`src/vtn_pkg.sv`:
```
// Package with payload types, constants and helpers for the vector transform normalize unit.
`default_nettype none
package vtn_pkg;

  localparam int unsigned CoefW = 16;
  localparam int unsigned RowW = 48;
  localparam int unsigned ProdW = 32;
  localparam int unsigned SumW = 34;
  localparam int unsigned MagW = 33;
  localparam int unsigned NormW = 30;
  localparam int unsigned SqW = 62;
  localparam int unsigned RootW = 31;
  localparam int unsigned QW = 16;
  localparam int unsigned NumW = NormW + 14 + 1;
  localparam int unsigned ShW = 6;
  localparam logic [QW-1:0] OneQ14 = 16'd16384;

  localparam logic [1:0] CfgRow0 = 2'd0;
  localparam logic [1:0] CfgRow1 = 2'd1;
  localparam logic [1:0] CfgRow2 = 2'd2;

  typedef enum logic {
    CMD_FORWARD = 1'b0,
    CMD_INVERSE = 1'b1
  } cmd_t;

  typedef struct packed {
    logic               command;
    logic signed [15:0] x_in;
    logic signed [15:0] y_in;
    logic signed [15:0] z_in;
  } vtn_in_t;

  typedef struct packed {
    logic signed [15:0] x_out;
    logic signed [15:0] y_out;
    logic signed [15:0] z_out;
    logic               zero_length;
  } vtn_out_t;

  typedef logic signed [CoefW-1:0] coef3_t [3];

endpackage
`default_nettype wire

```
`src/vtn_sqrt_stage.sv`:
```
// One registered stage of a restoring square root, two result bits per stage, one when HasLow is clear.
`default_nettype none
module vtn_sqrt_stage
  import vtn_pkg::*;
#(
  parameter int unsigned STEP = 0,
  parameter int unsigned PASSW = 120
) (
  input  wire logic             clk,
  input  wire logic             rst_n,
  input  wire logic             vld_i,
  input  wire logic [SqW-1:0]   rem_i,
  input  wire logic [RootW-1:0] root_i,
  input  wire logic [PASSW-1:0] pass_i,
  output logic                  vld_o,
  output logic [SqW-1:0]        rem_o,
  output logic [RootW-1:0]      root_o,
  output logic [PASSW-1:0]      pass_o
);

  localparam int unsigned B0 = 2 * (RootW - 1 - 2 * STEP);
  localparam bit HasLow = (B0 >= 2);
  localparam int unsigned B1 = HasLow ? B0 - 2 : 0;

  logic [SqW+1:0]   rem_a;
  logic [RootW-1:0] root_a;
  logic [SqW+1:0]   trial_a;
  logic [SqW+1:0]   rem_b;
  logic [RootW-1:0] root_b;
  logic [SqW+1:0]   trial_b;
  logic             vld_r;
  logic [SqW-1:0]   rem_r;
  logic [RootW-1:0] root_r;
  logic [PASSW-1:0] pass_r;

  // Root bit k decided by comparing with (2*root + (1 << k)) << k, root holding higher bits.
  always_comb begin
    trial_a = (({2'b0, SqW'(0)} | (SqW+2)'(root_i)) << (B0/2 + 1))
              | ((SqW+2)'(1) << B0);
    if ({2'b0, rem_i} >= trial_a) begin
      rem_a  = {2'b0, rem_i} - trial_a;
      root_a = root_i | (RootW'(1) << (B0/2));
    end else begin
      rem_a  = {2'b0, rem_i};
      root_a = root_i;
    end
    trial_b = ((SqW+2)'(root_a) << (B1/2 + 1)) | ((SqW+2)'(1) << B1);
    if (HasLow && rem_a >= trial_b) begin
      rem_b  = rem_a - trial_b;
      root_b = root_a | (RootW'(1) << (B1/2));
    end else begin
      rem_b  = rem_a;
      root_b = root_a;
    end
  end

  always_ff @(posedge clk) begin
    if (!rst_n) begin
      vld_r <= 1'b0;
    end else begin
      vld_r <= vld_i;
    end
    rem_r  <= rem_b[SqW-1:0];
    root_r <= root_b;
    pass_r <= pass_i;
  end

  assign vld_o  = vld_r;
  assign rem_o  = rem_r;
  assign root_o = root_r;
  assign pass_o = pass_r;

endmodule
`default_nettype wire

```
`config.mk`:
```
export PLATFORM = sky130hd
export DESIGN_NAME = vtn_sqrt_stage
export DESIGN_NICKNAME = d
export VERILOG_FILES = /design/src/vtn_pkg.sv /design/src/vtn_sqrt_stage.sv
export SDC_FILE = /design/constraint.sdc
export NUM_CORES = 1
export LEC_CHECK = 0
export BUFFER_PORTS_ARGS = -buffer_cell sky130_fd_sc_hd__buf_2
export CORE_AREA = 2 2 165 167
export DETAILED_ROUTE_END_ITERATION = 7
export DIE_AREA = 0 0 167 169
export PLACE_DENSITY = 0.6
export SYNTH_ARGS = -nofsm -noshare
export SYNTH_HDL_FRONTEND = slang
export SYNTH_SLANG_ARGS = --single-unit
```
`constraint.sdc`:
```
create_clock -name clk -period 5.95 [get_ports clk]
set_clock_uncertainty 0.1 [all_clocks]
set_input_delay 0 -clock clk [delete_from_list [all_inputs] [get_ports clk]]
set_output_delay 0 -clock clk [all_outputs]
set_load 0.005 [all_outputs]
```
==> qor.txt <==
worst hold path type -> in -> reg
vias per cell -> 4.642
power per cell area -> 308.7 mW/mm²
CP required -> 6.24 ns
top cell type's share of synthesized area -> 52.20%
Starting Density -> 30.97%
highest-delay cell along the critical path -> dlygate4sd3_1
status -> completed
Yosys cell types -> 56
Final Max Tran Viols -> 0
CP Max Fanout -> 26
DIE AREA -> 0.02822 mm²
met3 WL post-DR -> 2.169 mm
CP max stage delay -> 0.52 ns
RSZ-0062 raised after global routing -> false
largest net degree at the start of global routing -> 27
Tcrit/Tclk final -> 94.84%
Congestion Overflow GR -> 0
Avg Cell Area, Syn -> 10.67 µm²
post-route met1 wirelength -> 13.41 mm
Clock transition at path regs -> 0.06 ns
NumNets Final -> 1733
Lkg Pwr -> 6.802 nW
First-pass DRT Iterations -> 5
largest cells by area after synthesis -> dfxtp_1 52%, ha_1 9.1%, mux2_4 3.7%, a21oi_1 3.4%, xnor2_1 3.1%
final core occ -> 52.77%
global placement routability congestion -> 0.8835
crit path launch type -> input port
setup TNS -> 0 ns
Post-Route WL -> 33.87 mm
count leader, synth -> dfxtp_1
Post-synth EDFFs -> 0
register area share after synthesis -> 52.20%
met2 WL post-DR -> 17.36 mm
core area -> 0.02650 mm²
Rows -> 60
max frequency -> 0.1772 GHz
maximum VDD drop -> 285.5 µV
Root Buffer -> clkbuf_16
Die Y -> 169 µm
Setup-failing EPs final -> 0
DRC -> 0
Max-slew headroom -> 31.50%
vias -> 8435
Final ANT Viol Nets -> 0
port bufs -> 429
FILL cells -> 2305
# H-tree levels -> 1
Mapped Nets -> 1047
Tmin final -> 5.643 ns
Max clock buf depth -> 3
vias in the first global route -> 8563
Worst setup EP type -> flip-flop
Post-synth top cells -> 214 x dfxtp_1, 66 x nand2_1, 60 x ha_1, 55 x a21oi_1
Top Layer Used -> met5
GRT Total Usage -> 22.29%
Post-synth ARST share -> 0%
FF+latch count, synth -> 214
Area growth syn-to-layout -> 70.39%
Synth area leader -> dfxtp_1
CTS tree -> built
number of max-cap violations -> 0
I/O Pins -> 430
Setup Crit Path Kind -> in -> reg
Worst-Margin Slew -> 1.017 ns
Crit path arrival time -> 5.94 ns
Cells after Synth -> 769
cell area after synthesis -> 0.008207 mm²
DR WL/cell -> 18.64 µm
Synth warnings -> 0
DPL Wire Length -> 24.39 mm
initial antenna violation count -> 4
global-route wire length before repair -> 49.34 mm
ys flop type -> dfxtp_1
die width -> 167 µm
DR iter-0 viols -> 366
final hold violation count -> 0
CTS buffer count -> 24
CTS Sinks -> 214
layout cells sized above 1 -> 36.35%
-- logic make-up (layout without fill, tap and decap cells) --
logic type	count (synthesis)	count (layout)	synth area share (%)
xor gates and xnor gates	50	50	5.336
AOI/OAI and AO/OA	185	185	14.51
buffers and inverters	58	760	2.927
muxes	37	37	5.961
and+or+nand+nor	163	164	9.422
DFF	214	214	52.20
other	0	4	0
adders and majority gates	62	62	9.636
-- critical path: cells and delay by family --
| kind | cells | cell delay [ns] |
|---|---|---|
| compound gates | 9 | 2.19 |
| xor+xnor | 1 | 0.12 |
| fa+ha+maj | 3 | 1.04 |
| buf+inv | 5 | 1.13 |
| mux | 1 | 0.28 |
| simple gates | 6 | 1.17 |
-- state kept, by name, summed over array words and instances (netlist names) --
name,count
pass_o,120
vld_o,1
rem_o,62
root_o,31
-- metal layers --
layer  track usage [%]  vias to the layer above
met5                 0                        -
li1                  -                     4088
met4             7.009                        2
met2             40.92                      335
met3             4.700                       54
met1             25.88                     3956
-- layout make-up --
cell class | instances | area (µm²) | share of cell area (%)
Sequential cell | 214 | 4284 | 30.64
Tap cell | 341 | 426.7 | 3.051
Inverter | 48 | 180.2 | 1.288
Antenna cell | 4 | 10.01 | 0.07158
Multi-Input combinational cell | 498 | 3734 | 26.70
Timing Repair Buffer | 669 | 4531 | 32.40
Clock inverter | 12 | 120.1 | 0.8590
Clock buffer | 31 | 698.2 | 4.993
-- layout by cell type, fill, tap and decap left out, types with 21 or more instances in the layout --
master | synthesis | routed
xor2_1 | 21 | 21
dlygate4sd3_1 | 0 | 219
o21ai_0 | 48 | 48
dfxtp_1 | 214 | 214
ha_1 | 60 | 60
buf_2 | 0 | 429
clkbuf_16 | 0 | 26
a21oi_1 | 55 | 55
xnor2_1 | 29 | 29
inv_1 | 48 | 48
nand2_1 | 66 | 66
nor2_1 | 27 | 27
-- metrics by stage --
| step | std cells | cell area, µm² | power, mW | setup slack [ns] | hold WS (ns) |
|---|---|---|---|---|---|
| 6_report | 1817 | 13980 | 4.317 | 0.3071 | 0.02722 |
| 5_1_grt | 1815 | 13980 | 4.522 | 0.006988 | 0.009414 |
| 4_1_cts | 1805 | 13850 | 4.313 | 0.01788 | 0.0001320 |
| 3_5_place_dp | 1544 | 10850 | 2.681 | 0.01314 | 0.003566 |
| 3_3_place_gp | 1544 | 10850 | 2.679 | 0.01550 | 0.002250 |
| 2_1_floorplan | 769 | 8207 | 2.265 | 0.4344 | -0.07228 |
-- final timing paths --
path | from | end | cells after the start
setup / recovery | root_i[0] | rem_o[59]$_DFF_P_ | 25
hold / removal | pass_i[36] | pass_o[36]$_DFF_P_ | 2
-- repair_timing --
item | CTS | global route
buffers inserted | 0 | 4
resized for setup | 0 | 6
endpoints found under the hold margin | 214 | 1
hold buffers | 218 | 1
setup endpoints to repair | 0 | 31
-- report_power, final --
group,internal (mW),switching (mW),leakage (nW)
Sequential,1.59,0.0464,1.81
Clock,0.884,0.614,0.402
Combinational,0.607,0.573,4.59
Total,3.08,1.23,6.80
Note: power is estimated with default switching activity, not from simulation.
