===== config.mk =====
export PLATFORM = sky130hd
export DESIGN_NAME = vtn_div_stage
export DESIGN_NICKNAME = d
export VERILOG_FILES = /design/src/vtn_pkg.sv /design/src/vtn_div_stage.sv
export SDC_FILE = /design/constraint.sdc
export NUM_CORES = 1
export LEC_CHECK = 0
export BUFFER_PORTS_ARGS = -buffer_cell sky130_fd_sc_hd__buf_2
export CAP_MARGIN = 20
export CORE_AREA = 2 2 248 250
export CTS_BUF_LIST = sky130_fd_sc_hd__clkbuf_2
export CTS_CLUSTER_DIAMETER = 120
export DETAILED_ROUTE_END_ITERATION = 8
export DIE_AREA = 0 0 250 252
export GPL_ROUTABILITY_DRIVEN = 0
export SETUP_SLACK_MARGIN = 0.2
export SYNTH_ARGS = -nofsm -noshare
export SYNTH_HDL_FRONTEND = slang
export SYNTH_SLANG_ARGS = --single-unit
export TNS_END_PERCENT = 50

===== constraint.sdc =====
create_clock -name clk -period 7.3 [get_ports clk]
set_clock_uncertainty 0.1 [all_clocks]
set_input_delay 0.365 -clock clk [delete_from_list [all_inputs] [get_ports clk]]
set_output_delay 0.365 -clock clk [all_outputs]
set_load 0.01 [all_outputs]

===== src/vtn_pkg.sv =====
// Package with payload types, constants and helpers for the vector transform normalize unit.
`default_nettype none
package vtn_pkg;

  localparam int unsigned CoefW = 16;
  localparam int unsigned RowW = 48;
  localparam int unsigned ProdW = 32;
  localparam int unsigned SumW = 34;
  localparam int unsigned MagW = 33;
  localparam int unsigned NormW = 30;
  localparam int unsigned SqW = 62;
  localparam int unsigned RootW = 31;
  localparam int unsigned QW = 16;
  localparam int unsigned NumW = NormW + 14 + 1;
  localparam int unsigned ShW = 6;
  localparam logic [QW-1:0] OneQ14 = 16'd16384;

  localparam logic [1:0] CfgRow0 = 2'd0;
  localparam logic [1:0] CfgRow1 = 2'd1;
  localparam logic [1:0] CfgRow2 = 2'd2;

  typedef enum logic {
    CMD_FORWARD = 1'b0,
    CMD_INVERSE = 1'b1
  } cmd_t;

  typedef struct packed {
    logic               command;
    logic signed [15:0] x_in;
    logic signed [15:0] y_in;
    logic signed [15:0] z_in;
  } vtn_in_t;

  typedef struct packed {
    logic signed [15:0] x_out;
    logic signed [15:0] y_out;
    logic signed [15:0] z_out;
    logic               zero_length;
  } vtn_out_t;

  typedef logic signed [CoefW-1:0] coef3_t [3];

endpackage
`default_nettype wire


===== src/vtn_div_stage.sv =====
// One registered stage of three parallel restoring dividers, one quotient bit each.
`default_nettype none
module vtn_div_stage
  import vtn_pkg::*;
#(
  parameter int unsigned PASSW = 8
) (
  input  wire logic             clk,
  input  wire logic             rst_n,
  input  wire logic             vld_i,
  input  wire logic [NumW-1:0]  num_i [3],
  input  wire logic [RootW-1:0] den_i,
  input  wire logic [RootW:0]   rem_i [3],
  input  wire logic [QW-1:0]    q_i [3],
  input  wire logic [PASSW-1:0] pass_i,
  output logic                  vld_o,
  output logic [NumW-1:0]       num_o [3],
  output logic [RootW-1:0]      den_o,
  output logic [RootW:0]        rem_o [3],
  output logic [QW-1:0]         q_o [3],
  output logic [PASSW-1:0]      pass_o
);

  logic             vld_r;
  logic [NumW-1:0]  num_r [3];
  logic [RootW-1:0] den_r;
  logic [RootW:0]   rem_r [3];
  logic [QW-1:0]    q_r [3];
  logic [PASSW-1:0] pass_r;
  logic [RootW+1:0] sh [3];
  logic [RootW:0]   rem_nxt [3];
  logic [QW-1:0]    q_nxt [3];

  always_comb begin
    for (int k = 0; k < 3; k++) begin
      sh[k] = {rem_i[k], num_i[k][NumW-1]};
      if (sh[k] >= {2'b0, den_i}) begin
        rem_nxt[k] = (RootW+1)'(sh[k] - {2'b0, den_i});
        q_nxt[k]   = {q_i[k][QW-2:0], 1'b1};
      end else begin
        rem_nxt[k] = sh[k][RootW:0];
        q_nxt[k]   = {q_i[k][QW-2:0], 1'b0};
      end
    end
  end

  always_ff @(posedge clk) begin
    if (!rst_n) begin
      vld_r <= 1'b0;
    end else begin
      vld_r <= vld_i;
    end
    for (int k = 0; k < 3; k++) begin
      num_r[k] <= {num_i[k][NumW-2:0], 1'b0};
      rem_r[k] <= rem_nxt[k];
      q_r[k]   <= q_nxt[k];
    end
    den_r  <= den_i;
    pass_r <= pass_i;
  end

  assign vld_o  = vld_r;
  assign num_o  = num_r;
  assign den_o  = den_r;
  assign rem_o  = rem_r;
  assign q_o    = q_r;
  assign pass_o = pass_r;

endmodule
`default_nettype wire


==> out/metrics.cfg, run 1 <==
[yosys]
synth-edff-count = 0
syn_area_sq_mm = 0.01258
synth_ff_type = dfxtp_1
synthDistinctLibCells = 76
synth_seq_cells = 316
yosysSeqAreaShare_pct = 50.28
synth_warnings = 0
async_flop_share_pct = 0
syn_inst = 1285
synth.avg_cell_area_sq_um = 9.791

[place]
place_ws_ps = 3083
hpwl_microns = 47710
portBuffers = 633

[cts]
cts_resized = 0
clockBufferDepth = 3
cts_setup_buffers = 0
cts_sinks = 316
holdBufCountCts = 568
root_buffer = clkbuf_2
cts_max_level = 3
cts_buffers = 88

[outcome]
stop_stage = 4_1_cts
tool.error = [ERROR RSZ-0060] Max buffer count reached.
outcome = aborted with a tool error

[floorplanning]
rows = 90
ios = 640
start_util_pct = 20.92
die_y_microns = 252
dieWidth_microns = 250

==> cells in the mapped netlist, drive strengths merged (3+ instances only) <==
| master | count | area, sq um |
|---|---|---|
| dfxtp | 316 | 6326 |
| nand2 | 139 | 521.8 |
| o21ai | 124 | 628.1 |
| ha | 93 | 1164 |
| a21oi | 83 | 419.2 |
| inv | 60 | 225.2 |
| nor2 | 58 | 217.7 |
| xor2 | 41 | 359.1 |
| a21o | 37 | 277.8 |
| xnor2 | 32 | 280.3 |
| clkbuf | 24 | 92.59 |
| nor3 | 19 | 95.09 |
| nand3 | 17 | 85.08 |
| o21a | 17 | 127.6 |
| a211oi | 16 | 125.1 |
| nand4 | 15 | 93.84 |
| nor2b | 14 | 87.58 |
| a31oi | 13 | 96.34 |
| and3 | 13 | 81.33 |
| buf | 13 | 91.33 |
| nand2b | 13 | 81.33 |
| o211ai | 12 | 90.09 |
| o21bai | 11 | 82.58 |
| o31ai | 9 | 72.57 |
| a2111o | 6 | 67.56 |
| a211o | 6 | 52.55 |
| a21boi | 6 | 45.04 |
| and4 | 6 | 52.55 |
| a2111oi | 5 | 50.04 |
| nor3b | 5 | 37.54 |
| nor4 | 5 | 31.28 |
| or3 | 5 | 31.28 |
| or2 | 4 | 25.02 |
| a311oi | 3 | 26.28 |
| fa | 3 | 60.06 |
| mux2 | 3 | 33.78 |
==> cells by family after synthesis <==
family                   synth area share (%)
AO/OA/AOI/OAI                           19.09
AND/OR/NAND/NOR                         12.11
flip-flops                              50.28
buffers and inverters                   3.252
adder cells (fa/ha/maj)                 9.726
XOR/XNOR                                5.082
multiplexers                           0.4276
other                                 0.02980
==> through the flow <==
stage | instance area, sq um | instances
floorplan | 12590 | 1287
global placement | 16600 | 2669
detailed placement | 16600 | 2669
==> run 2: changes to the inputs <==
Settings changed: CORE_AREA 2 2 248 250 to unset, CORE_MARGIN set to 2, CORE_UTILIZATION set to 20, CTS_BUF_LIST sky130_fd_sc_hd__clkbuf_2 to unset, CTS_CLUSTER_DIAMETER 120 to unset, DIE_AREA 0 0 250 252 to unset, PLACE_DENSITY_LB_ADDON set to 0.15, SETUP_SLACK_MARGIN 0.2 to unset.
==> out/metrics.cfg, run 2 <==
[yosys]
synth_seq_cells = 316  ; unchanged
synthDistinctLibCells = 76  ; unchanged
synth_top_family_by_area = compound AO/OA/AOI/OAI gates  ; unchanged
synth-edff-count = 0  ; unchanged
synthSimpleGateAreaFrac_pct = 12.11  ; unchanged
synth_xor_area_share_pct = 5.082  ; unchanged
synth_top_area_share_pct = 50.28  ; unchanged
synth_largest_area_cell = dfxtp_1  ; unchanged
yosysMostFrequentCell = dfxtp_1  ; unchanged
syn_area_sq_mm = 0.01258  ; unchanged
async_flop_share_pct = 0  ; unchanged
synth_ff_type = dfxtp_1  ; unchanged
synth_compound_area_share_pct = 19.09  ; unchanged
yosys-top-cells-area = dfxtp_1 50%, ha_1 9.2%, o21ai_0 4.8%, nand2_1 4.1%, a21oi_1 3.3%  ; unchanged
syn_inst = 1285  ; unchanged
synth_common_cells = 316 x dfxtp_1, 139 x nand2_1, 121 x o21ai_0, 93 x ha_1, 82 x a21oi_1  ; unchanged
synthAdderAreaFrac_pct = 9.726  ; unchanged
synth_warnings = 0  ; unchanged
yosysSeqAreaShare_pct = 50.28  ; unchanged
synth.avg_cell_area_sq_um = 9.791  ; unchanged
synthMuxAreaShare_pct = 0.4276  ; unchanged

[hold_path]
min_path_type = primary input to flip-flop
min_from = rem_i[19]
hold_end = rem_o[20]
worstHoldPathCells = 3

[cts]
path_clk_slew_ps = 60
cts_max_level = 2  ; was 3
cts_tree = built
root_buffer = clkbuf_16  ; was clkbuf_2
cts_setup_buffers = 0  ; unchanged
clockBufferDepth = 3  ; unchanged
cts_sinks = 316  ; unchanged
cts_buffers = 39  ; was 88

[cells_and_area]
layout_common_cells = 633 x buf_2, 316 x dfxtp_1, 310 x dlygate4sd3_1, 139 x nand2_1, 120 x o21ai_0
layout.nets = 2654
multi_input_area_sq_mm = 0.005873
fin_util_pct = 34.06
syn2layout_area_growth_pct = 67.69
final_common_cell = buf_2
num-fill-cells = 6460
regArea_sq_mm = 0.006326
drive_gt1_share_pct = 31.91
largest_reg_flops = 132

[route]
drc = 0
drtIter0Drc = 451
drt_first_pass_iters = 5
num_vias = 13060
routed_wl_microns = 57900
vias_per_cell = 4.208
wire_per_inst_microns = 18.65
ant_nets = 0

[timing]
min_period_ps = 4223
worst_pin_slew_ps = 795.2
timing.final.hold_violations = 0
fin_crit_sh_pct = 57.85
setup_viol = 0
setup-tns-final_ps = 0
fmax_ghz = 0.2368
maxSlewViolCount = 0
slew_headroom_pct = 46.42
rsz0062_at_grt = false

[floorplanning]
die_y_microns = 254.8  ; was 252 microns
rows = 91  ; was 90
start_util_pct = 20.31  ; was 20.92%
fp.dieArea_sq_mm = 0.06493
core_area_sq_mm = 0.06194
ios = 640  ; unchanged
dieWidth_microns = 254.8  ; was 250 microns

[grt]
grt_overflow = 0
grt_max_degree = 60
antenna_found_initial = 4
grt_pass1_vias = 13540
track_usage_pct = 16.71
grt_pass1_wl_microns = 81380

[place]
portBuffers = 633  ; unchanged
hpwl_microns = 46000  ; was 47,710 microns

[power_and_ir_drop]
leakage_nw = 9.847
p_per_area_mw_per_mm2 = 242.3
vdd_ir_drop_max_v = 0.0001230

[worst_setup_path]
cp-startpoint = den_i[1]
cp_data_required_time_ps = 7630
cp-start-kind = primary input
endpoint_kind = flip-flop
critical_path_class = primary input to flip-flop
crit_fanout = 50
arrival_ps = 4560

[run]
drv_cap = 0

[outcome]
outcome = complete, no violations  ; was aborted with a tool error

run 2: cell families (layout without fill, tap and decap cells):
family,after synthesis,after routing
buffers and inverters,97,1076
xor gates and xnor gates,73,73
DFF,316,316
adders and majority gates,96,96
and+or+nand+nor,323,323
other,1,4
AOI/OAI and AO/OA,374,374
muxes,5,5
run 2: what timing repair did:
item | in CTS | in global routing
gates resized for setup | 0 | 0
hold endpoints to repair | 309 | 0
hold buffers | 310 | 0
run 2: layout make-up:
type                       instances  area share (%)
sequential                       316           29.98
timing repair buffer             946           29.83
multi-input combinational        874           27.84
clock buffer                      53           5.349
tap                              837           4.964
inverter                          60           1.067
clock inverter                    17          0.9607
antenna                            1         0.01186
run 2: worst max-delay path by stage:
stage / endpoint / cells after the start / slack [ps]
6_report: rem_o[53] / 12 / 3080
5_1_grt: rem_o[53] / 12 / 2870
4_1_cts: rem_o[53] / 12 / 3020
3_5_place_dp: rem_o[53] / 11 / 2960
3_3_place_gp: rem_o[53] / 11 / 2950
2_1_floorplan: rem_o[53] / 10 / 4200
run 2: worst max-delay path, cell delays in order:
cell           delay, ps
dlygate4sd3_1        510
buf_2                230
inv_1                180
ha_1                 330
nor2b_1              150
o31ai_2              400
a211oi_2             230
or3_1                420
a221o_1              440
a31oi_4              420
buf_4                470
mux2_1               370
run 2: power by group:
group,switching (W),leakage [nW],internal [W]
registers,0.0000533,2.67,0.00191
clock network,0.000793,0.642,0.00120
logic,0.000637,6.54,0.000522
total,0.00148,9.85,0.00363
run 2: stage by stage:
| step | power [W] | area, sq um | setup slack (ps) | hold WS (ps) | std cells |
|---|---|---|---|---|---|
| finish | 0.005113 | 21100 | 3077 | 62.36 | 3104 |
| global placement | 0.003030 | 16660 | 2950 | 367.5 | 2723 |
| global route | 0.005382 | 21100 | 2865 | 58.64 | 3104 |
| floorplan | 0.002548 | 12590 | 4204 | 292.7 | 1287 |
| detailed placement | 0.003025 | 16660 | 2959 | 368.6 | 2723 |
| CTS | 0.005210 | 21100 | 3016 | 19.92 | 3103 |
run 2: routing by layer:
layer | part of all wire [%] | up-vias | track usage (%) | wire, microns
li1 | - | 6477 | - | -
met1 | 39 | 6090 | 18.19 | 22500
met2 | 52 | 405 | 31.65 | 29960
met3 | 5.8 | 88 | 3.356 | 3339
met4 | 3.6 | 2 | 6.282 | 2090
met5 | 0.021 | - | 0 | 12
(Power assumes the default switching activity.)
